[src/sv/tfr_pkg.sv]
// Shared types and constants of the transfer function resampler.
package tfr_pkg;

    localparam int CH_BITS   = 16;
    localparam int POS_BITS  = 17;
    localparam int ADDR_BITS = 6;
    localparam int DATA_BITS = 64;

    localparam logic [CH_BITS-1:0]  CH_MAX  = 16'hFFFF;
    localparam logic [POS_BITS-1:0] POS_ONE = 17'h10000;

    localparam int QUEUE_DEPTH = 4;
    localparam int QUEUE_AW    = $clog2(QUEUE_DEPTH);
    localparam int QUEUE_CW    = $clog2(QUEUE_DEPTH + 1);

    // Input item kinds.
    localparam logic [1:0] KIND_LOAD_COLOR   = 2'd0;
    localparam logic [1:0] KIND_LOAD_OPACITY = 2'd1;
    localparam logic [1:0] KIND_QUERY        = 2'd2;

    // Color and opacity modes.
    localparam logic [1:0] CMODE_RGB    = 2'd1;
    localparam logic [1:0] CMODE_RGBA   = 2'd2;
    localparam logic       OMODE_POINTS = 1'b1;

    // Register indexes.
    localparam logic [2:0] REG_COLOR_MODE      = 3'd0;
    localparam logic [2:0] REG_COLOR_COUNT     = 3'd1;
    localparam logic [2:0] REG_UNIFORM_COLOR   = 3'd2;
    localparam logic [2:0] REG_OPACITY_MODE    = 3'd3;
    localparam logic [2:0] REG_OPACITY_COUNT   = 3'd4;
    localparam logic [2:0] REG_UNIFORM_OPACITY = 3'd5;

    typedef enum logic [1:0] {
        OP_LOAD_COLOR,
        OP_LOAD_OPACITY,
        OP_QUERY
    } tfr_op_t;

    typedef struct packed {
        tfr_op_t               op;
        logic [7:0]            slot;
        logic [63:0]           color;     // RGBA, red in the low bits
        logic [CH_BITS-1:0]    opacity;
        logic [POS_BITS-1:0]   position;  // already clamped to 1.0
    } tfr_item_t;

    typedef struct packed {
        logic [1:0]          color_mode;
        logic [8:0]          color_count;
        logic [63:0]         uniform_color;
        logic                opacity_mode;
        logic [8:0]          opacity_count;
        logic [CH_BITS-1:0]  uniform_opacity;
    } tfr_cfg_t;

    typedef struct packed {
        logic full;
        logic nonempty;
    } tfr_qstat_t;

endpackage

[src/sv/tfr_queue.sv]
// Short queue of decoded items between the input stage and the datapath.
module tfr_queue (
    input  logic                  clk,
    input  logic                  rst_n,
    input  logic                  push,
    input  tfr_pkg::tfr_item_t    push_item,
    input  logic                  pop,
    output tfr_pkg::tfr_item_t    head,
    output tfr_pkg::tfr_qstat_t   qstat
);
    import tfr_pkg::*;

    tfr_item_t             slots_reg [QUEUE_DEPTH];
    logic [QUEUE_AW-1:0]   wr_ptr_reg, wr_ptr_next;
    logic [QUEUE_AW-1:0]   rd_ptr_reg, rd_ptr_next;
    logic [QUEUE_CW-1:0]   count_reg, count_next;
    logic                  full;

    assign full           = count_reg == QUEUE_CW'(QUEUE_DEPTH);
    assign qstat.full     = full;
    assign qstat.nonempty = count_reg != '0;
    assign head           = slots_reg[rd_ptr_reg];

    always_comb
    begin
        wr_ptr_next = push ? wr_ptr_reg + QUEUE_AW'(1) : wr_ptr_reg;
        rd_ptr_next = pop ? rd_ptr_reg + QUEUE_AW'(1) : rd_ptr_reg;
        count_next  = count_reg;
        if (push && !pop)
        begin
            count_next = count_reg + QUEUE_CW'(1);
        end
        else if (pop && !push)
        begin
            count_next = count_reg - QUEUE_CW'(1);
        end
    end

    always_ff @(posedge clk or negedge rst_n)
    begin
        if (!rst_n)
        begin
            wr_ptr_reg <= '0;
            rd_ptr_reg <= '0;
            count_reg  <= '0;
        end
        else
        begin
            wr_ptr_reg <= wr_ptr_next;
            rd_ptr_reg <= rd_ptr_next;
            count_reg  <= count_next;
        end
    end

    always_ff @(posedge clk)
    begin
        if (push)
        begin
            slots_reg[wr_ptr_reg] <= push_item;
        end
    end

`ifndef NO_ASSERTIONS
    a_no_push_when_full: assert property (@(posedge clk) disable iff (!rst_n)
        full |-> !push)
        else $error("queue written while full");
    a_no_pop_when_empty: assert property (@(posedge clk) disable iff (!rst_n)
        pop |-> count_reg != '0)
        else $error("queue read while empty");
    a_count_tracks_push: assert property (@(posedge clk) disable iff (!rst_n)
        (push && !pop) |=> count_reg == $past(count_reg) + QUEUE_CW'(1))
        else $error("queue count lost a transfer");
`endif

endmodule

[config.mk]
export PLATFORM = sky130hd
export DESIGN_NAME = tfr_queue
export DESIGN_NICKNAME = d
export VERILOG_FILES = /design/src/sv/tfr_pkg.sv /design/src/sv/tfr_queue.sv
export SDC_FILE = /design/constraint.sdc
export NUM_CORES = 1
export LEC_CHECK = 0
export ABC_AREA = 1
export BUFFER_PORTS_ARGS = -buffer_cell sky130_fd_sc_hd__buf_2
export CAP_MARGIN = 20
export CORE_MARGIN = 2
export CORE_UTILIZATION = 30
export DETAILED_ROUTE_END_ITERATION = 8
export PLACE_DENSITY = 0.53
export SLEW_MARGIN = 20
export SYNTH_ARGS = -nofsm -noshare
export SYNTH_HDL_FRONTEND = slang
export SYNTH_SLANG_ARGS = --single-unit
export TNS_END_PERCENT = 10
[constraint.sdc]
create_clock -name clk -period 3.8 [get_ports clk]
set_input_delay 0.57 -clock clk [delete_from_list [all_inputs] [get_ports clk]]
set_output_delay 0.57 -clock clk [all_outputs]
set_load 0.01 [all_outputs]
==> impl_metrics.tcl <==
set metrics [dict create \
    hpwl_mm 21.09 \
    timing.final.crit_share_pct 79.15 \
    clk_pin_slew_ns 0.06 \
    port_buffers 219 \
    hold_path_class "in2reg" \
    critPathSlowestCell "dfrtp_4" \
    clock_skew_ns 0.01107 \
    vias_per_cell 4.313 \
    dpl_cell_area_um2 19340 \
    p_leak_uw 0.008194 \
    crit_chain "buf_4 > nand2_1 > o211ai_1 > nand2_1 > buf_2" \
    slew_headroom_pct 52.33 \
    wirelength_mm 37.59 \
    yosysWarnings 0 \
    drv_slew 0 \
    drive_above_1_share_pct 21.17 \
    max_freq_ghz 0.3325 \
    p_sw_uw 5712 \
    io_pins 220 \
    vias 9981 \
    setup_tns_ns 0 \
    cap_violations 0 \
    cp-start-kind "flip-flop" \
    largest_register_ffs 428 \
    cts_sinks 435 \
    clockBufferDepth 3 \
    netlist.top_cell.by_area "edfxtp_1" \
    finalPower_uw 16280 \
    clk-insertion-delay-late_ns 0.58 \
    cts_tree "done" \
    fin_area_um2 20800 \
    finalHoldViolCount 0 \
    rsz0062_at_grt "false" \
    netlist_instances 1298 \
    fp.dieW_um 246.2 \
    p_per_area_nw_per_um2 782.7 \
    grt_pass1_vias 9976 \
    ys_top_cells_by_area "edfxtp_1 (73%), o211ai_1 (8.4%), nand2_1 (7.1%), inv_1 (4.8%), buf_6 (2.5%)" \
    wire_per_inst_um 16.24 \
    status "complete, no violations" \
    drt_iter0_drc 588 \
    p_seq_share_pct 40.5 \
    n_antenna_cell 0 \
    num-nets-final 1630 \
    drt-pass1-iter-count 5 \
    grt_usage_pct 12.39 \
    core_area_um2 57810 \
    combPwrFrac_pct 33.0 \
    min_period_ns 3.008 \
    intPower_uw 10570 \
    dieArea_um2 60600 \
    gp_congestion 0.7404 \
    syn_avg_cell_area_um2 13.56 \
    grt-ovfl-total 0 \
    ant_nets 0 \
    worstSetupEndpointType "output port" \
    antenna_found_initial 2 \
    syn-cell-area_um2 17600 \
    crit_path_frequent_cell "nand2_1" \
    synth_fp_nets 1415 \
    clock-root-buffer "clkbuf_16" \
    ys_seq_area_share_pct 74.04 \
    rows 88 \
    start_util_pct 30.44 \
    pwr-share-clk_pct 26.5 \
    switching_share_pct 35.09 \
    grt_max_degree 108 \
    worstMarginPinSlew_ns 0.7150 \
    grt_pass1_wl_mm 57.42 \
    worstSetupPathType "reg2out" \
    crit_required_ns 3.23 \
    drcViolationCount 0 \
    ys_seq_elements 435 \
    critical_path.max_stage_delay_ns 0.89 \
    yosysUniqueCellTypes 21 \
    cts_setup_buffers 0 \
    htreeDepth 2 \
    synth_top_area_share_pct 73.04 \
    die_y_um 246.2 \
    syn_to_final_growth_pct 18.20 \
    numCtsBuffers 48 \
    cp.arrival_ns 2.44 \
    final-setup-viol-count 0 \
    ir_worst_vdd_mv 0.5759 \
    cp_max_fo 56 \
]
worst max-delay path, delay by kind of cell, from the launching register on:
kind / cells / cell delay [ns]
compound gates: 1 / 0.12
simple gates: 2 / 0.18
buf+inv: 2 / 0.64
flops: 1 / 0.89
cells by family after synthesis:
| family | Yosys count | share of synthesized area, % |
|---|---|---|
| flops | 435 | 74.04 |
| buf+inv | 299 | 8.362 |
| compound gates | 215 | 9.671 |
| xor+xnor | 4 | 0.1991 |
| fa+ha+maj | 6 | 0.4693 |
| simple gates | 339 | 7.260 |
cell usage after synthesis:
| cell type | n |
|---|---|
| edfxtp_1 | 428 |
| nand2_1 | 335 |
| inv_1 | 225 |
| o211ai_1 | 196 |
| buf_6 | 39 |
| buf_2 | 31 |
| o211ai_2 | 18 |
| dfrtp_1 | 7 |
| ha_1 | 5 |
| xor2_1 | 3 |
| buf_4 | 1 |
| buf_8 | 1 |
| clkbuf_1 | 1 |
| fa_1 | 1 |
| inv_4 | 1 |
| nand3_1 | 1 |
| nand4_1 | 1 |
| nor2_1 | 1 |
| nor3_1 | 1 |
| o21ai_1 | 1 |
| xnor2_1 | 1 |
power groups by stage:
stage / registers [µW] / logic [µW] / clock network (µW)
6_report: 6590 / 5380 / 4320
3_3_place_gp: 6670 / 5500 / 0
5_1_grt: 6670 / 6060 / 4660
4_1_cts: 6600 / 5550 / 4490
2_1_floorplan: 6610 / 3790 / 0
3_5_place_dp: 6690 / 5540 / 0
area by class of cell:
class / count / area, µm²
Multi-Input combinational cell: 564 / 3097
Clock inverter: 24 / 191.4
Inverter: 226 / 860.8
Sequential cell: 435 / 13040
Fill cell: 5582 / 37010
Clock buffer: 62 / 1254
Tap cell: 765 / 957.2
Timing Repair Buffer: 238 / 1404
path summary, 6_finish.rpt:
check | startpoint | endpoint | slack [ns] | cells after the start
min in group asynchronous | rst_n | rd_ptr_reg[1]$_DFFE_PN0P_ | 0.37 | 2
worst max-delay path | rd_ptr_reg[0]$_DFFE_PN0P_ | head[40] | 0.79 | 5
worst min register to register | count_reg[2]$_DFFE_PN0P_ | count_reg[2]$_DFFE_PN0P_ | 0.47 | 2
worst min-delay path | push_item[103] | slots_reg[2][103]$_DFFE_PP_ | 0.21 | 1
max in group asynchronous | rst_n | rd_ptr_reg[0]$_DFFE_PN0P_ | 3.24 | 2
worst max register to register | wr_ptr_reg[1]$_DFFE_PN0P_ | slots_reg[1][40]$_DFFE_PP_ | 1.76 | 5
cell usage in the layout, fill, tap and decap left out:
cell type / instances
clkinv_4: 2
inv_6: 2
nand3_1: 1
buf_2: 219
dlygate4sd3_1: 1
fa_1: 1
o211ai_2: 18
clkbuf_1: 14
buf_12: 13
nand2_1: 335
edfxtp_1: 428
nand4_1: 1
nor2_1: 1
dfrtp_4: 2
o21ai_1: 1
clkinvlp_4: 1
inv_4: 5
clkbuf_16: 48
buf_4: 5
dfrtp_1: 5
o211ai_1: 196
clkinv_1: 6
bufinv_16: 2
clkinv_8: 1
inv_1: 221
nor3_1: 1
xor2_1: 3
ha_1: 5
clkinv_2: 10
xnor2_1: 1
stage by stage:
stage,hold slack (ns),setup WS (ns),util [%],instances
finish,0.2096,0.7922,35.98,2314
floorplan,0.2744,0.4004,-,1298
detailed placement,0.4253,1.378,33.46,2227
global route,0.1725,0.5827,35.98,2314
CTS,0.1607,0.7393,35.98,2314
global placement,0.4223,1.436,33.46,2227
what timing repair did:
| action | 4_1_cts | 5_1_grt |
|---|---|---|
| resized for setup | 0 | 0 |
| setup endpoints to repair | 0 | 0 |
| hold endpoints to repair | 7 | 0 |
| hold buffers | 1 | 0 |
layer usage:
metal | track usage (%) | wire (µm)
met1 | 16.50 | 16970
met2 | 19.99 | 17620
met3 | 3.061 | 2204
met4 | 3.565 | 765
met5 | 0 | 26
Power figures use the tool's default switching activity.
