**src/sv/tfr_pkg.sv**
```systemverilog
// Shared types and constants of the transfer function resampler.
package tfr_pkg;

    localparam int CH_BITS   = 16;
    localparam int POS_BITS  = 17;
    localparam int ADDR_BITS = 6;
    localparam int DATA_BITS = 64;

    localparam logic [CH_BITS-1:0]  CH_MAX  = 16'hFFFF;
    localparam logic [POS_BITS-1:0] POS_ONE = 17'h10000;

    localparam int QUEUE_DEPTH = 4;
    localparam int QUEUE_AW    = $clog2(QUEUE_DEPTH);
    localparam int QUEUE_CW    = $clog2(QUEUE_DEPTH + 1);

    // Input item kinds.
    localparam logic [1:0] KIND_LOAD_COLOR   = 2'd0;
    localparam logic [1:0] KIND_LOAD_OPACITY = 2'd1;
    localparam logic [1:0] KIND_QUERY        = 2'd2;

    // Color and opacity modes.
    localparam logic [1:0] CMODE_RGB    = 2'd1;
    localparam logic [1:0] CMODE_RGBA   = 2'd2;
    localparam logic       OMODE_POINTS = 1'b1;

    // Register indexes.
    localparam logic [2:0] REG_COLOR_MODE      = 3'd0;
    localparam logic [2:0] REG_COLOR_COUNT     = 3'd1;
    localparam logic [2:0] REG_UNIFORM_COLOR   = 3'd2;
    localparam logic [2:0] REG_OPACITY_MODE    = 3'd3;
    localparam logic [2:0] REG_OPACITY_COUNT   = 3'd4;
    localparam logic [2:0] REG_UNIFORM_OPACITY = 3'd5;

    typedef enum logic [1:0] {
        OP_LOAD_COLOR,
        OP_LOAD_OPACITY,
        OP_QUERY
    } tfr_op_t;

    typedef struct packed {
        tfr_op_t               op;
        logic [7:0]            slot;
        logic [63:0]           color;     // RGBA, red in the low bits
        logic [CH_BITS-1:0]    opacity;
        logic [POS_BITS-1:0]   position;  // already clamped to 1.0
    } tfr_item_t;

    typedef struct packed {
        logic [1:0]          color_mode;
        logic [8:0]          color_count;
        logic [63:0]         uniform_color;
        logic                opacity_mode;
        logic [8:0]          opacity_count;
        logic [CH_BITS-1:0]  uniform_opacity;
    } tfr_cfg_t;

    typedef struct packed {
        logic full;
        logic nonempty;
    } tfr_qstat_t;

endpackage

```
**src/sv/tfr_regs.sv**
```systemverilog
// Configuration register file with its APB-style access port.
module tfr_regs (
    input  logic                           clk,
    input  logic                           rst_n,
    input  logic                           psel,
    input  logic                           penable,
    input  logic                           pwrite,
    input  logic [tfr_pkg::ADDR_BITS-1:0]  paddr,
    input  logic [tfr_pkg::DATA_BITS-1:0]  pwdata,
    output logic [tfr_pkg::DATA_BITS-1:0]  prdata,
    output logic                           pready,
    output tfr_pkg::tfr_cfg_t              cfg
);
    import tfr_pkg::*;

    tfr_cfg_t   cfg_reg;
    logic       wr_en;
    logic [2:0] reg_idx;

    assign pready  = 1'b1;
    assign wr_en   = psel && penable && pwrite;
    assign reg_idx = paddr[ADDR_BITS-1:3];
    assign cfg     = cfg_reg;

    always_ff @(posedge clk or negedge rst_n)
    begin
        if (!rst_n)
        begin
            cfg_reg.color_mode      <= '0;
            cfg_reg.color_count     <= '0;
            cfg_reg.uniform_color   <= '1;
            cfg_reg.opacity_mode    <= '0;
            cfg_reg.opacity_count   <= '0;
            cfg_reg.uniform_opacity <= CH_MAX;
        end
        else if (wr_en)
        begin
            unique case (reg_idx)
                REG_COLOR_MODE:      cfg_reg.color_mode      <= pwdata[1:0];
                REG_COLOR_COUNT:     cfg_reg.color_count     <= pwdata[8:0];
                REG_UNIFORM_COLOR:   cfg_reg.uniform_color   <= pwdata;
                REG_OPACITY_MODE:    cfg_reg.opacity_mode    <= pwdata[0];
                REG_OPACITY_COUNT:   cfg_reg.opacity_count   <= pwdata[8:0];
                REG_UNIFORM_OPACITY: cfg_reg.uniform_opacity <= pwdata[CH_BITS-1:0];
                default: ;
            endcase
        end
    end

    always_comb
    begin
        unique case (reg_idx)
            REG_COLOR_MODE:      prdata = DATA_BITS'(cfg_reg.color_mode);
            REG_COLOR_COUNT:     prdata = DATA_BITS'(cfg_reg.color_count);
            REG_UNIFORM_COLOR:   prdata = cfg_reg.uniform_color;
            REG_OPACITY_MODE:    prdata = DATA_BITS'(cfg_reg.opacity_mode);
            REG_OPACITY_COUNT:   prdata = DATA_BITS'(cfg_reg.opacity_count);
            REG_UNIFORM_OPACITY: prdata = DATA_BITS'(cfg_reg.uniform_opacity);
            default:             prdata = '0;
        endcase
    end

endmodule

```
**config.mk**
```make
export PLATFORM = sky130hd
export DESIGN_NAME = tfr_regs
export DESIGN_NICKNAME = d
export VERILOG_FILES = /design/src/sv/tfr_pkg.sv /design/src/sv/tfr_regs.sv
export SDC_FILE = /design/constraint.sdc
export NUM_CORES = 1
export LEC_CHECK = 0
export BUFFER_PORTS_ARGS = -buffer_cell sky130_fd_sc_hd__buf_2
export CAP_MARGIN = 20
export CORE_MARGIN = 3
export CORE_UTILIZATION = 46
export DETAILED_ROUTE_END_ITERATION = 10
export GPL_TIMING_DRIVEN = 1
export PLACE_DENSITY_LB_ADDON = 0.12
export SETUP_SLACK_MARGIN = 0.2
export SLEW_MARGIN = 20
export SYNTH_ARGS = -nofsm -noshare
export SYNTH_HDL_FRONTEND = slang
export SYNTH_SLANG_ARGS = --single-unit
```
**constraint.sdc**
```tcl
create_clock -name clk -period 1.35 [get_ports clk]
set_clock_uncertainty 0.1 [all_clocks]
set_input_delay 0.0675 -clock clk [delete_from_list [all_inputs] [get_ports clk]]
set_output_delay 0.0675 -clock clk [all_outputs]
set_load 0.02 [all_outputs]
```
==> results_dict.tcl, run 1 <==
set metrics [dict create \
    outcome "did not finish" \
    haltStage "global routing (5_1_grt)" \
    tool.error "[ERROR GRT-0232] Routing congestion too high. Check the congestion heatmap in the GUI." \
    grt-ovfl-total 116 \
    io_buffers 236 \
    yosys-top-cells-area "dfstp_2, mux2_1, mux2_2" \
    row_count 36 \
    cts_buffers 9 \
    boundaryPins 241 \
    syn_area_um2 4650 \
    ys.flop_type "dfstp_2" \
    antenna_found_initial 1 \
    yosys.area_share.simple_pct 9.59 \
    synth_compound_area_share_pct 3.69 \
    synthDistinctLibCells 33 \
    root_buffer "clkbuf_8" \
    ys_seq_area_share_pct 56.5 \
    synthAdderAreaFrac_pct 0 \
    synth-xor-area-share_pct 0 \
    grt_start_max_net_pins 102 \
    die_y_um 107 \
    gp_congestion 0.795 \
    synthArstFlopShare_pct 100 \
    numPlacedInstances 710 \
    ys_ff_latch 101 \
    synth.mux.area_fraction_pct 27.1 \
    syn_area_per_cell_um2 14.1 \
    syn-instance-count 330 \
    h-tree-depth 3 \
    worstEndpointGrtRepair "prdata[0]" \
    syn-num-nets 405 \
    cts.sink_count 101 \
    synth_area_leader_cell "dfstp_2" \
    synth_warnings 0 \
    synth_top_family_by_area "multiplexers" \
    pre_cts_ws_ns -0.174 \
    synth_edf_count 0 \
    cts.path.max_buffers 2 \
    track_usage_pct 75.7 \
    fp.dieW_um 107 \
    worstEndpointType "primary output" \
    synthTopCellsByCount "dfstp_2, mux2_1, and2_1, mux2_2, dfrtp_1" \
    yosys.cell_count.top_type "dfstp_2" \
    dp_hpwl_mm 9.24 \
    synth_top_area_share_pct 45.2 \
    start_util_pct 47.3 \
]
## per-layer routing
layer,overflow,global-route usage [%]
met5,0,8.10
met4,44,87.4
met1,1,71.6
met3,1,56.2
met2,70,95.3
## through the flow
stage | util, % | area, um^2
after global placement | 65.2 | 6400
after floorplan | - | 4870
after CTS | 89.2 | 8760
after detailed placement | 65.2 | 6400
## what timing repair did
| item | in CTS |
|---|---|
| pin swaps | 9 |
| gates cloned | 4 |
| buffers inserted | 31 |
| setup endpoints to repair | 146 |
| resized for setup | 379 |
| endpoints found under the hold margin | 122 |
| hold buffers | 65 |
## cell families after synthesis
family | Yosys count
buffers and inverters | 23
muxes | 111
DFF | 101
other | 1
AOI/OAI and AO/OA | 24
and+or+nand+nor | 70
==> run 2, diff against run 1 <==
--- a/config.mk
+++ b/config.mk
@@ -8,11 +8,10 @@
 export BUFFER_PORTS_ARGS = -buffer_cell sky130_fd_sc_hd__buf_2
 export CAP_MARGIN = 20
 export CORE_MARGIN = 3
-export CORE_UTILIZATION = 46
+export CORE_UTILIZATION = 40
 export DETAILED_ROUTE_END_ITERATION = 10
 export GPL_TIMING_DRIVEN = 1
-export PLACE_DENSITY_LB_ADDON = 0.12
-export SETUP_SLACK_MARGIN = 0.2
+export PLACE_DENSITY_LB_ADDON = 0.15
 export SLEW_MARGIN = 20
 export SYNTH_ARGS = -nofsm -noshare
 export SYNTH_HDL_FRONTEND = slang
==> run 2 against run 1 <==
The flow now finishes, with violations (negative setup slack); synthesized cell count did not move; area after synthesis did not move.
==> results_dict.tcl, run 2 <==
set metrics [dict create \
    rr_endpoint "cfg[18]" \
    die_y_um 114 \
    h-tree-depth 3 \
    fmax_mhz 612 \
    dp_hpwl_mm 9.43 \
    ant_nets 0 \
    outcome "finished, violations left" \
    rsz0062_at_grt "yes" \
    io_buffers 236 \
    ir_drop_mv 1.02 \
    start_util_pct 41.9 \
    synthArstFlopShare_pct 100 \
    drc 0 \
    cts.sink_count 101 \
    cts.path.max_buffers 2 \
    synthToLayoutAreaGrowth_pct 78.3 \
    filler_cell_count 682 \
    synth_warnings 0 \
    worst_setup_path_start_kind "flip-flop" \
    finalHoldViolCount 0 \
    core_um2 11100 \
    final_common_cell "buf_2" \
    startpoint "cfg[0]" \
    synthTopCellsByCount "dfstp_2, mux2_1, and2_1, mux2_2, dfrtp_1" \
    grt-ovfl-total 0 \
    endpoint "prdata[0]" \
    tightestPinTransition_ns 0.551 \
    cts_buffers 9 \
    drive_gt1_share_pct 77.0 \
    fin_nets 767 \
    clk_pin_slew_ns 0.06 \
    dr_total_vias 4088 \
    yosys.cell_count.top_type "dfstp_2" \
    final_cell_mix "buf_2, dfstp_2, buf_4, dlygate4sd3_1, buf_6" \
    ys.flop_type "dfstp_2" \
    dieArea_um2 12900 \
    critPathKind "flip-flop to primary output" \
    final-setup-viol-count 19 \
    setup.worst_path.end_class "primary output" \
    routed_wl_mm 15.6 \
    row_count 38 \
    largest_reg_flops 101 \
    grt_start_max_net_pins 102 \
    powerDensity_nw_per_um2 1270 \
    arrival_ns 1.47 \
    period_needed_ns 1.63 \
    ys_seq_area_share_pct 56.5 \
    ys_ff_latch 101 \
    cp.required_ns 1.18 \
    diodes 0 \
    vias_per_cell 4.88 \
    synth_area_leader_cell "dfstp_2" \
    track_usage_pct 22.4 \
    synth_edf_count 0 \
    setup_slack_ns -0.284 \
    violations "negative setup slack" \
    hp-start "paddr[5]" \
    synth_top_area_share_pct 45.2 \
    syn-instance-count 330 \
    grt_pass1_vias 4287 \
    yosys-top-cells-area "dfstp_2, mux2_1, mux2_2" \
    antenna_found_initial 0 \
    p_leak_nw 4.02 \
    syn_area_um2 4650 \
    fin_tns_setup_ns -1.92 \
    maxSlewViolCount 0 \
    rr_startpoint "cfg[18]" \
    cts_tree "yes" \
    drtIter0Drc 146 \
    grt_first_pass_wirelength_mm 22.5 \
    min-delay-path-class "primary input to flip-flop" \
    fin_crit_sh_pct 121 \
    maxCapViolations 0 \
    gp_congestion 0.782 \
    root_buffer "clkbuf_16" \
    boundaryPins 241 \
    p_total_mw 10.5 \
    clk_latency_ns 0.34 \
    wl_per_cell_um 18.6 \
    synthDistinctLibCells 33 \
    worstPathMaxFanout 2 \
    r2r_slack_ns 0.23 \
    fp.dieW_um 114 \
    ff2ff_path_depth 3 \
    firstDrtPassIters 4 \
    syn_area_per_cell_um2 14.1 \
    maxSlewHeadroom_pct 63.3 \
    regArea_um2 2630 \
    syn-num-nets 405 \
    multi_input_area_um2 2180 \
]
==> run 2: cell counts after synthesis <==
Identical to the previous run, type by type.
==> run 2: worst min-delay path by stage <==
stage | end | depth (start not counted)
6_report | cfg[25] | 3
2_1_floorplan | cfg[100] | 0
3_3_place_gp | cfg[93] | 2
5_1_grt | cfg[25] | 3
4_1_cts | cfg[25] | 3
3_5_place_dp | cfg[95] | 2
==> run 2: layout make-up <==
| class | instances | area share [%] |
|---|---|---|
| inverters | 2 | 0.0906 |
| clock inverters | 4 | 0.559 |
| multi-input cells | 206 | 26.3 |
| repair buffers | 372 | 36.3 |
| flip-flops and latches | 101 | 31.7 |
| well taps | 140 | 2.11 |
| clock buffers | 12 | 2.97 |
==> run 2: power by group <==
| group | internal [mW] | switching (mW) |
|---|---|---|
| Sequential | 3.97 | 0.480 |
| Combinational | 1.71 | 1.78 |
| Clock | 1.48 | 1.09 |
| Total | 7.17 | 3.35 |
==> run 2: kinds of logic after synthesis <==
family	share of synthesized area, %
mux	27.1
flops	56.5
simple gates	9.59
compound gates	3.69
buf+inv	3.02
other cells	0.0807
==> run 2: metrics by stage <==
| stage | cell area [um^2] | setup slack [ns] | util (%) | cells | hold slack (ns) |
|---|---|---|---|---|---|
| after floorplan | 4770 | -0.152 | - | 330 | -0.328 |
| after global placement | 6350 | -0.104 | 57.3 | 720 | 0.0687 |
| after detailed placement | 6350 | -0.169 | 57.3 | 720 | 0.0769 |
| after CTS | 7690 | -0.304 | 69.4 | 823 | 0.0415 |
| after global routing | 8290 | -0.346 | 74.8 | 837 | 0.0653 |
| final | 8290 | -0.284 | 74.8 | 837 | 0.0574 |
==> run 2: routing by layer <==
layer	up-vias	global-route usage [%]	part of all wire (%)
li1	1882	-	-
met4	0	6.49	1.5
met2	164	39.7	52
met3	20	6.90	6.8
met5	-	0	0
met1	2022	26.1	40
==> run 2: critical path, stage by stage, from the launching register on <==
cell     delay [ns]
dfstp_2        0.37
mux4_2         0.47
nand2_2        0.07
o31ai_2        0.05
buf_4          0.15
==> run 2: what timing repair did <==
item                                    in CTS  in global routing
endpoints found under the setup margin      47                 69
setup buffers                               18                 12
resized for setup                           59                144
hold endpoints to repair                   122                  0
gates cloned                                 4                  4
pin swaps                                    8                 45
hold buffers                                65                  0
Power figures use the tool's default switching activity.
