`config.mk`:
```
export PLATFORM = sky130hd
export DESIGN_NAME = tfr_front
export DESIGN_NICKNAME = d
export VERILOG_FILES = /design/src/sv/tfr_pkg.sv /design/src/sv/tfr_front.sv
export SDC_FILE = /design/constraint.sdc
export NUM_CORES = 1
export LEC_CHECK = 0
export BUFFER_PORTS_ARGS = -buffer_cell sky130_fd_sc_hd__buf_4
export CAP_MARGIN = 5
export CORE_MARGIN = 1
export CORE_UTILIZATION = 35
export DETAILED_ROUTE_END_ITERATION = 12
export GPL_ROUTABILITY_DRIVEN = 0
export PLACE_DENSITY = 0.68
export SYNTH_ARGS = -nofsm -noshare
export SYNTH_HDL_FRONTEND = slang
export SYNTH_SLANG_ARGS = --single-unit
```
`constraint.sdc`:
```
create_clock -name clk -period 6.6 [get_ports clk]
set_clock_uncertainty 0.1 [all_clocks]
set_input_delay 0.99 -clock clk [delete_from_list [all_inputs] [get_ports clk]]
set_output_delay 0.99 -clock clk [all_outputs]
set_load 0.03 [all_outputs]
```
`src/sv/tfr_pkg.sv`:
```
// Shared types and constants of the transfer function resampler.
package tfr_pkg;

    localparam int CH_BITS   = 16;
    localparam int POS_BITS  = 17;
    localparam int ADDR_BITS = 6;
    localparam int DATA_BITS = 64;

    localparam logic [CH_BITS-1:0]  CH_MAX  = 16'hFFFF;
    localparam logic [POS_BITS-1:0] POS_ONE = 17'h10000;

    localparam int QUEUE_DEPTH = 4;
    localparam int QUEUE_AW    = $clog2(QUEUE_DEPTH);
    localparam int QUEUE_CW    = $clog2(QUEUE_DEPTH + 1);

    // Input item kinds.
    localparam logic [1:0] KIND_LOAD_COLOR   = 2'd0;
    localparam logic [1:0] KIND_LOAD_OPACITY = 2'd1;
    localparam logic [1:0] KIND_QUERY        = 2'd2;

    // Color and opacity modes.
    localparam logic [1:0] CMODE_RGB    = 2'd1;
    localparam logic [1:0] CMODE_RGBA   = 2'd2;
    localparam logic       OMODE_POINTS = 1'b1;

    // Register indexes.
    localparam logic [2:0] REG_COLOR_MODE      = 3'd0;
    localparam logic [2:0] REG_COLOR_COUNT     = 3'd1;
    localparam logic [2:0] REG_UNIFORM_COLOR   = 3'd2;
    localparam logic [2:0] REG_OPACITY_MODE    = 3'd3;
    localparam logic [2:0] REG_OPACITY_COUNT   = 3'd4;
    localparam logic [2:0] REG_UNIFORM_OPACITY = 3'd5;

    typedef enum logic [1:0] {
        OP_LOAD_COLOR,
        OP_LOAD_OPACITY,
        OP_QUERY
    } tfr_op_t;

    typedef struct packed {
        tfr_op_t               op;
        logic [7:0]            slot;
        logic [63:0]           color;     // RGBA, red in the low bits
        logic [CH_BITS-1:0]    opacity;
        logic [POS_BITS-1:0]   position;  // already clamped to 1.0
    } tfr_item_t;

    typedef struct packed {
        logic [1:0]          color_mode;
        logic [8:0]          color_count;
        logic [63:0]         uniform_color;
        logic                opacity_mode;
        logic [8:0]          opacity_count;
        logic [CH_BITS-1:0]  uniform_opacity;
    } tfr_cfg_t;

    typedef struct packed {
        logic full;
        logic nonempty;
    } tfr_qstat_t;

endpackage

```
`src/sv/tfr_front.sv`:
```
// Input stage: accepts items, decodes their kind and drops those without effect.
module tfr_front #(
    parameter int MAX_POINTS = 256
) (
    input  logic                             clk,
    input  logic                             rst_n,
    input  logic                             item_valid,
    output logic                             item_stall,
    input  logic [1:0]                       kind,
    input  logic [7:0]                       point_index,
    input  logic [tfr_pkg::CH_BITS-1:0]      red_in,
    input  logic [tfr_pkg::CH_BITS-1:0]      green_in,
    input  logic [tfr_pkg::CH_BITS-1:0]      blue_in,
    input  logic [tfr_pkg::CH_BITS-1:0]      alpha_in,
    input  logic [tfr_pkg::CH_BITS-1:0]      opacity_in,
    input  logic [tfr_pkg::POS_BITS-1:0]     position,
    input  tfr_pkg::tfr_qstat_t              qstat,
    output logic                             push,
    output tfr_pkg::tfr_item_t               push_item
);
    import tfr_pkg::*;

    logic      f_valid_reg, f_valid_next;
    tfr_item_t f_item_reg, f_item_next;
    tfr_item_t item_d;
    logic      keep;
    logic      slot_ok;
    logic      accept;

    assign push       = f_valid_reg && !qstat.full;
    assign item_stall = f_valid_reg && qstat.full;
    assign accept     = item_valid && !item_stall;
    assign push_item  = f_item_reg;
    assign slot_ok    = 32'(point_index) < MAX_POINTS;

    always_comb
    begin
        item_d.slot     = point_index;
        item_d.color    = {alpha_in, blue_in, green_in, red_in};
        item_d.opacity  = opacity_in;
        item_d.position = (position > POS_ONE) ? POS_ONE : position;
        unique case (kind)
            KIND_LOAD_COLOR:
            begin
                item_d.op = OP_LOAD_COLOR;
                keep      = slot_ok;
            end
            KIND_LOAD_OPACITY:
            begin
                item_d.op = OP_LOAD_OPACITY;
                keep      = slot_ok;
            end
            KIND_QUERY:
            begin
                item_d.op = OP_QUERY;
                keep      = 1'b1;
            end
            default:
            begin
                item_d.op = OP_QUERY;
                keep      = 1'b0;
            end
        endcase
    end

    always_comb
    begin
        f_valid_next = f_valid_reg;
        f_item_next  = f_item_reg;
        if (accept)
        begin
            f_valid_next = keep;
            f_item_next  = item_d;
        end
        else if (push)
        begin
            f_valid_next = 1'b0;
        end
    end

    always_ff @(posedge clk or negedge rst_n)
    begin
        if (!rst_n)
        begin
            f_valid_reg <= 1'b0;
        end
        else
        begin
            f_valid_reg <= f_valid_next;
        end
    end

    always_ff @(posedge clk)
    begin
        f_item_reg <= f_item_next;
    end

endmodule

```
==> flow_summary.toml, run 1 <==
[status]
status = "completed"

[flow_run]
drv_cap = 0

[route]
antenna_left = 0
viasPerCell = 4.22
dr.pass1.iters = 5
num_vias = 2132
drc = 0
drt-total-wl_microns = 7880
drtIter0Drc = 44
wire_per_inst_microns = 15.6

[timing]
worst_slew_pin_slew_ns = 1.17
drv_slew = 0
min_period_ns = 3.16
hold_viol = 0
slew_headroom_pct = 21.7
tns_ns = 0
max_freq_ghz = 0.316
rsz0062_at_grt = "no"
finalCritPeriodShare_pct = 47.9
setup_viol = 0

[yosys]
yosysWarnings = 0
yosysUniqueCellTypes = 12
synth.avg_cell_area_sq_um = 25.2
netlist_instances = 138
synth_top_cell_by_area = "edfxtp_1"
syn_nets = 250
yosys_register_bits = 108
synth_top_area_share_pct = 92.2
ys_top_cells_by_area = "edfxtp_1 (92%), nor2b_1 (3.2%), nor4_4 (1.2%)"
syn_area_sq_um = 3480
yosysSeqAreaShare_pct = 93.0

[pwr]
ir_worst_vdd_v = 0.000107
p_leak_nw = 2.26
power_density_nw_per_um2 = 259
power.total_mw = 1.42

[min_path]
min_path_type = "primary input to async pin"

[floorplan]
die_y_microns = 102
io_pins = 221
die_x_microns = 102
core_sq_um = 9730
start_util_pct = 35.8
core.rowCount = 36
dieArea_sq_um = 10400

[global_routing]
grt_pass1_wl_microns = 11000
antenna_found_initial = 0
grt_pass1_vias = 2124
gr-usage-all-layers_pct = 14.6
grt_overflow_total = 0
grt_max_degree = 66

[setup_path]
timing.rr.end = "push_item[93]"
crit_arrival_ns = 3.05
cp_max_fo = 65
reg2reg_from = "f_valid_reg"
worstSetupStartpointType = "primary input"
worst_setup_path_end_kind = "register"
cp.required_ns = 6.49
reg2reg_slack_ns = 3.81
worst-r2r-cell-count = 3
critPathKind = "primary input to register"

[clocking]
clkSinkCount = 108
cts_buffers = 9
cts_setup_buffers = 0
cts_buffer_depth = 2
htreeDepth = 3
cts_tree = "done"
clk_latency_ns = 0.35
cts_resized = 0
cts_root_buf = "clkbuf_8"
hold_buffers = 0
path_clk_slew_ns = 0.09

[final_layout]
layout-drive-gt1-share_pct = 64.5
largest_register_ffs = 107
instances_no_fill = 505
num_antenna_cells = 0
area_growth_pct = 57.5
most-common-layout-cells = "buf_4 (220), edfxtp_1 (107), nor2b_1 (17)"
final_util_pct = 56.4
final_area_sq_um = 5490
final_common_cell = "buf_4"
n_fill_cell = 796
nNetsFinal = 479

[placed_design]
placed_area_sq_um = 5300
port_buffers = 219
dp_cells = 489
## where the power goes
group          internal, mW  total, mW  switching [mW]  leakage, nW
logic                0.0935      0.223           0.130         1.13
registers             0.804      0.815          0.0109         1.04
clock network         0.176      0.385           0.209       0.0866
total                  1.07       1.42           0.350         2.26
## metal layers
| metal | GRT usage [%] | vias to the layer above | wire, microns |
|---|---|---|---|
| met3 | 5.45 | 9 | 823 |
| met1 | 15.4 | 1004 | 2780 |
| met5 | 0 | - | 0 |
| met2 | 25.5 | 126 | 4170 |
| met4 | 7.36 | 0 | 112 |
| li1 | - | 993 | - |
## worst max path at each step
stage / from / to / cells after the start
after floorplan: qstat[1] / push_item[0] / 2
after global placement: qstat[1] / push_item[18] / 4
after detailed placement: qstat[1] / push_item[20] / 4
after CTS: qstat[1] / push_item[60] / 4
after global routing: qstat[1] / push_item[25] / 4
final: qstat[1] / push_item[93] / 4
## cell type report
type	instances	area [sq um]	share of cell area, %
Sequential cell	108	3240	59.0
Timing Repair Buffer	220	1650	30.1
Multi-Input combinational cell	27	241	4.40
Tap cell	133	166	3.03
Clock buffer	12	135	2.46
Clock inverter	4	50.0	0.912
Inverter	1	3.75	0.0684
## cell usage after synthesis, drive strengths merged
library cell,instances
a21o,1
a41oi,1
nand2,1
dfrtp,1
edfxtp,107
inv,1
nor2b,19
and2,1
clkbuf,2
nor4,4
## metrics by stage
step           hold WS (ns)  setup slack (ns)
4_1_cts               0.265              3.40
6_report              0.289              3.44
3_5_place_dp          0.558              3.00
3_3_place_gp          0.552              3.07
5_1_grt               0.263              3.29
2_1_floorplan         0.594              1.96
## worst max-delay path, cell delays in order
cell     delay, ns
buf_4         0.11
and2_1        0.19
nor2b_4       0.91
buf_4         0.79
## logic make-up (layout without fill, tap and decap cells)
family | after synthesis | in the layout | share of synthesized area (%)
flops | 108 | 108 | 93.0
simple gates | 25 | 25 | 5.71
buf+inv | 3 | 237 | 0.323
compound gates | 2 | 2 | 1.01
Note: power is estimated with default switching activity, not from simulation.
==> run 2: changes to the inputs <==
PLACE_DENSITY = 0.71   (was 0.68)
clock period = 2.6 ns   (was 6.6 ns; I/O delays follow)
==> run 2 against run 1 <==
Against the previous run: cell count is 0.20% higher; design area is 0.87% higher; combinational power grew to 2.6 times the previous value; non-clock buffer count is 1 higher; flip-flop and latch count stayed put; setup slack worse by 2.5 ns; power grew to 2.6 times the previous value; global-route usage is 0.37 points lower; register-to-register slack worse by 2.8 ns; largest cell class unchanged; highest routed layer unchanged.
==> flow_summary.toml, run 2 (synthesized netlist as in run 1, its figures left out) <==
[status]
status = "completed"

[floorplan]
io_pins = 221
core_sq_um = 9730
dieArea_sq_um = 10400
start_util_pct = 35.8
core.rowCount = 36
die_x_microns = 102
die_y_microns = 102

[global_routing]
grt_pass1_vias = 2110
grt_overflow_total = 0
gr-usage-all-layers_pct = 14.2
grt_pass1_wl_microns = 10700
grt_max_degree = 108
antenna_found_initial = 0

[route]
dr.pass1.iters = 6
drtIter0Drc = 42
num_vias = 2166
antenna_left = 0
wire_per_inst_microns = 15.6
viasPerCell = 4.28
drt-total-wl_microns = 7870
drc = 0

[timing]
setup_slack_ns = 0.967
hold_viol = 0
setup_viol = 0
worst_slew_pin_slew_ns = 0.579
min_period_ns = 1.63
slew_headroom_pct = 61.4
finalCritPeriodShare_pct = 62.8
drv_slew = 0
rsz0062_at_grt = "no"
max_freq_ghz = 0.612

[pwr]
p_int_mw = 2.82
sw_frac_of_total_pct = 23.8
p_comb_share_pct = 15.4
switching_power_uw = 881
ir_worst_vdd_v = 0.000227
power_density_nw_per_um2 = 669
p_leak_nw = 2.29
clkPwrFrac_pct = 28.7
power_frac_seq_pct = 55.9

[setup_path]
cp_max_fo = 107
cp.required_ns = 2.49
worst_setup_path_end_kind = "register"
critPathKind = "register to register"
worstSetupStartpointType = "register"
crit_arrival_ns = 1.53

[final_layout]
largest_register_ffs = 107
most-common-layout-cells = "buf_4 (219), edfxtp_1 (107), nor2b_1 (17)"
instances_no_fill = 506
nNetsFinal = 480
layout-drive-gt1-share_pct = 64.6
area_growth_pct = 58.9
final_common_cell = "buf_4"
num_antenna_cells = 0

[placed_design]
dp_cells = 489
port_buffers = 219
dp_slack_ns = 0.832
hpwlAfterDp_microns = 5960

[flow_run]
drv_cap = 0

[clocking]
clkSinkCount = 108
cts_buffers = 9
cts_resized = 0
htreeDepth = 3
cts_root_buf = "clkbuf_8"
cts_tree = "done"
clk_latency_ns = 0.35
cts_setup_buffers = 0
path_clk_slew_ns = 0.10
cts_buffer_depth = 2

[min_path]
min_path_type = "primary input to register"
==> run 2: path summary, 6_finish.rpt <==
kind                                  start  slack, ns            end  cells past startpoint
max in group asynchronous             rst_n       2.08    f_valid_reg                      2
worst min register to register  f_valid_reg       0.53    f_valid_reg                      2
worst max register to register  f_valid_reg       0.97  push_item[83]                      3
worst min-delay path              red_in[9]       0.10  push_item[42]                      1
min in group asynchronous             rst_n       0.24    f_valid_reg                      2
worst max-delay path            f_valid_reg       0.97  push_item[83]                      3
==> run 2: power groups by stage <==
stage / logic (mW) / clock network [mW] / registers [mW]
floorplan: 0.0615 / 0 / 2.32
global placement: 0.566 / 0 / 2.11
detailed placement: 0.576 / 0 / 2.11
CTS: 0.577 / 1.10 / 2.07
global route: 0.598 / 1.15 / 2.08
finish: 0.571 / 1.06 / 2.07
==> run 2: area by class of cell <==
| type | count | area (sq um) |
|---|---|---|
| fillers | 800 | 4200 |
| flip-flops and latches | 108 | 3240 |
| repair buffers | 221 | 1670 |
| multi-input cells | 27 | 244 |
| well taps | 133 | 166 |
| clock buffers | 11 | 131 |
| clock inverters | 5 | 76.3 |
| inverters | 1 | 3.75 |
==> run 2: what timing repair did <==
action	in CTS	in global routing
hold endpoints to repair	1	0
hold buffers	1	0
endpoints found under the setup margin	0	0
==> run 2: metal layers <==
metal | part of all wire [%] | up-vias | track usage (%)
li1 | - | 995 | -
met3 | 11 | 8 | 6.49
met4 | 1.0 | 0 | 4.68
met2 | 55 | 120 | 27.1
met1 | 33 | 1043 | 13.3
met5 | 0 | - | 0
==> run 2: worst max-delay path: stages, from the launching register on <==
cell	delay, ns
dfrtp_1	0.38
and2_4	0.15
nor2b_4	0.12
buf_12	0.42
==> run 2: metrics by stage <==
stage	hold WS (ns)	power (mW)	utilization, %	TNS, ns	cell area [sq um]
after floorplan	-0.00559	2.38	-	-11.30	3490
after global placement	0.0655	2.67	54.6	0	5320
after detailed placement	0.0663	2.69	54.6	0	5320
after CTS	0.0769	3.75	56.9	0	5530
after global routing	0.0765	3.83	56.9	0	5530
final	0.103	3.70	56.9	0	5530
==> run 3: changes to the inputs <==
PLACE_DENSITY = 0.68   (was 0.71)
clock period = 1.6 ns   (was 2.6 ns; I/O delays follow)
==> run 3 against run 2 <==
Against the previous run: via count increased by 16%; clock power rose by 35%; worst hold slack worse by 0.076 ns; critical endpoint is now push_item[81]; critical path depth up 1; global-route usage up 3.3 points; largest cell class unchanged; setup slack worse by 0.85 ns; die area stayed put; sequential power rose by 62%.
==> flow_summary.toml, run 3 (synthesized netlist as in run 1, its figures left out) <==
[setup_path]
reg2reg_from = "f_valid_reg"
timing.rr.end = "push_item[81]"
path_cells = "dlygate4sd3_1, buf_4, nor2b_4, buf_12"
reg2reg_slack_ns = 0.12
cp.required_ns = 1.53
cp_max_fo = 58
crit_arrival_ns = 1.42
critPathSlowestCell = "dlygate4sd3_1"
slowest_delay_ns = 0.53
worst_setup_path_end_kind = "register"
worstSetupStartpointType = "primary input"
worst-r2r-cell-count = 3
critPathKind = "primary input to register"

[pwr]
p_leak_nw = 2.65
power_density_nw_per_um2 = 925
ir_worst_vdd_v = 0.000603

[global_routing]
antenna_found_initial = 0
grt_pass1_wl_microns = 12900
gr-usage-all-layers_pct = 17.5
grt_pass1_vias = 2523
grt_max_degree = 59
grt_overflow_total = 0

[timing]
slew_headroom_pct = 76.2
rsz0062_at_grt = "no"
tns_ns = 0
finalCritPeriodShare_pct = 93.0
setup_slack_ns = 0.113
drv_slew = 0
hold_viol = 0
hold_slack_ns = 0.0273
setup_viol = 0
max_freq_ghz = 0.672
worst_slew_pin_slew_ns = 0.355
min_period_ns = 1.49

[flow_run]
drv_cap = 0

[floorplan]
die_y_microns = 102
core.rowCount = 36
dieArea_sq_um = 10400
die_x_microns = 102
start_util_pct = 35.8
io_pins = 221
core_sq_um = 9730

[clocking]
cts_setup_buffers = 0
clk_latency_ns = 0.36
cts_buffers = 9
cts_buffer_depth = 2
path_clk_slew_ns = 0.09
cts_resized = 0
cts_tree = "done"
clkSinkCount = 108
cts_root_buf = "clkbuf_8"
htreeDepth = 3

[min_path]
hold-path-cell-count = 1
min_from = "position[16]"
min_path_type = "primary input to register"
min_to = "push_item[16]"

[final_layout]
most-common-layout-cells = "buf_4 (219), edfxtp_1 (107), dlygate4sd3_1 (91)"
n_fill_cell = 685
largest_register_ffs = 107
area_growth_pct = 83.9
seq_area_sq_um = 3240
num_antenna_cells = 0
multi_input_area_sq_um = 244
nNetsFinal = 571
layout-drive-gt1-share_pct = 52.3
final_common_cell = "buf_4"

[route]
drc = 0
antenna_left = 0
dr.pass1.iters = 4
viasPerCell = 4.23
drt-total-wl_microns = 9170
num_vias = 2523
wire_per_inst_microns = 15.4
drtIter0Drc = 64

[status]
status = "completed"

[placed_design]
port_buffers = 219
dp_slack_ns = 0.132
run 3: changes by cell type in the layout (fill, tap and decap cells not counted), sizes merged:
cell         delta
dlygate4sd3    +90
bufinv          -2
clkbuf          -1
buf             +1
clkinv          +2
run 3: final cells by class:
type	count	share of cell area, %
sequential	108	50.6
timing repair buffer	312	40.5
multi-input combinational	27	3.81
tap	133	2.60
clock buffer	10	1.99
clock inverter	5	0.469
inverter	1	0.0586
run 3: how the worst max path moves through the flow:
stage                      startpoint       endpoint  slack (ns)  depth (start not counted)
after CTS                 f_valid_reg  push_item[81]        0.13                          3
after global routing      f_valid_reg  push_item[85]        0.09                          3
after global placement       qstat[1]  push_item[97]        0.16                          4
after floorplan           f_valid_reg   push_item[0]       -1.06                          2
after detailed placement     qstat[1]  push_item[97]        0.13                          4
final                      item_valid  push_item[81]        0.11                          4
run 3: per-stage QoR:
stage	power (mW)	area (sq um)	std cells	util, %
after detailed placement	4.37	5340	490	54.8
after global routing	6.15	6400	596	65.8
after floorplan	3.86	3490	138	-
after CTS	5.97	6400	596	65.8
final	5.92	6400	596	65.8
after global placement	4.35	5340	490	54.8
run 3: routing by layer:
layer	up-vias	wire length (microns)	GRT usage [%]	part of all wire, %
li1	1178	-	-	-
met1	1201	3250	18.0	35
met2	126	5050	31.8	55
met3	18	646	4.49	7.0
met4	0	218	10.4	2.4
met5	-	0	0	0
run 3: power by group:
part / switching, mW / internal [mW]
clock network: 0.879 / 0.551
logic: 0.587 / 0.545
registers: 0.0476 / 3.31
total: 1.51 / 4.41
run 3: worst max-delay path, delay by kind of cell:
family,cells,cell delay (ns)
buffers and inverters,3,0.94
and+or+nand+nor,1,0.19
run 3: what timing repair did:
item / 4_1_cts / 5_1_grt
endpoints found under the hold margin: 91 / 0
endpoints found under the setup margin: 0 / 0
hold buffers: 91 / 0
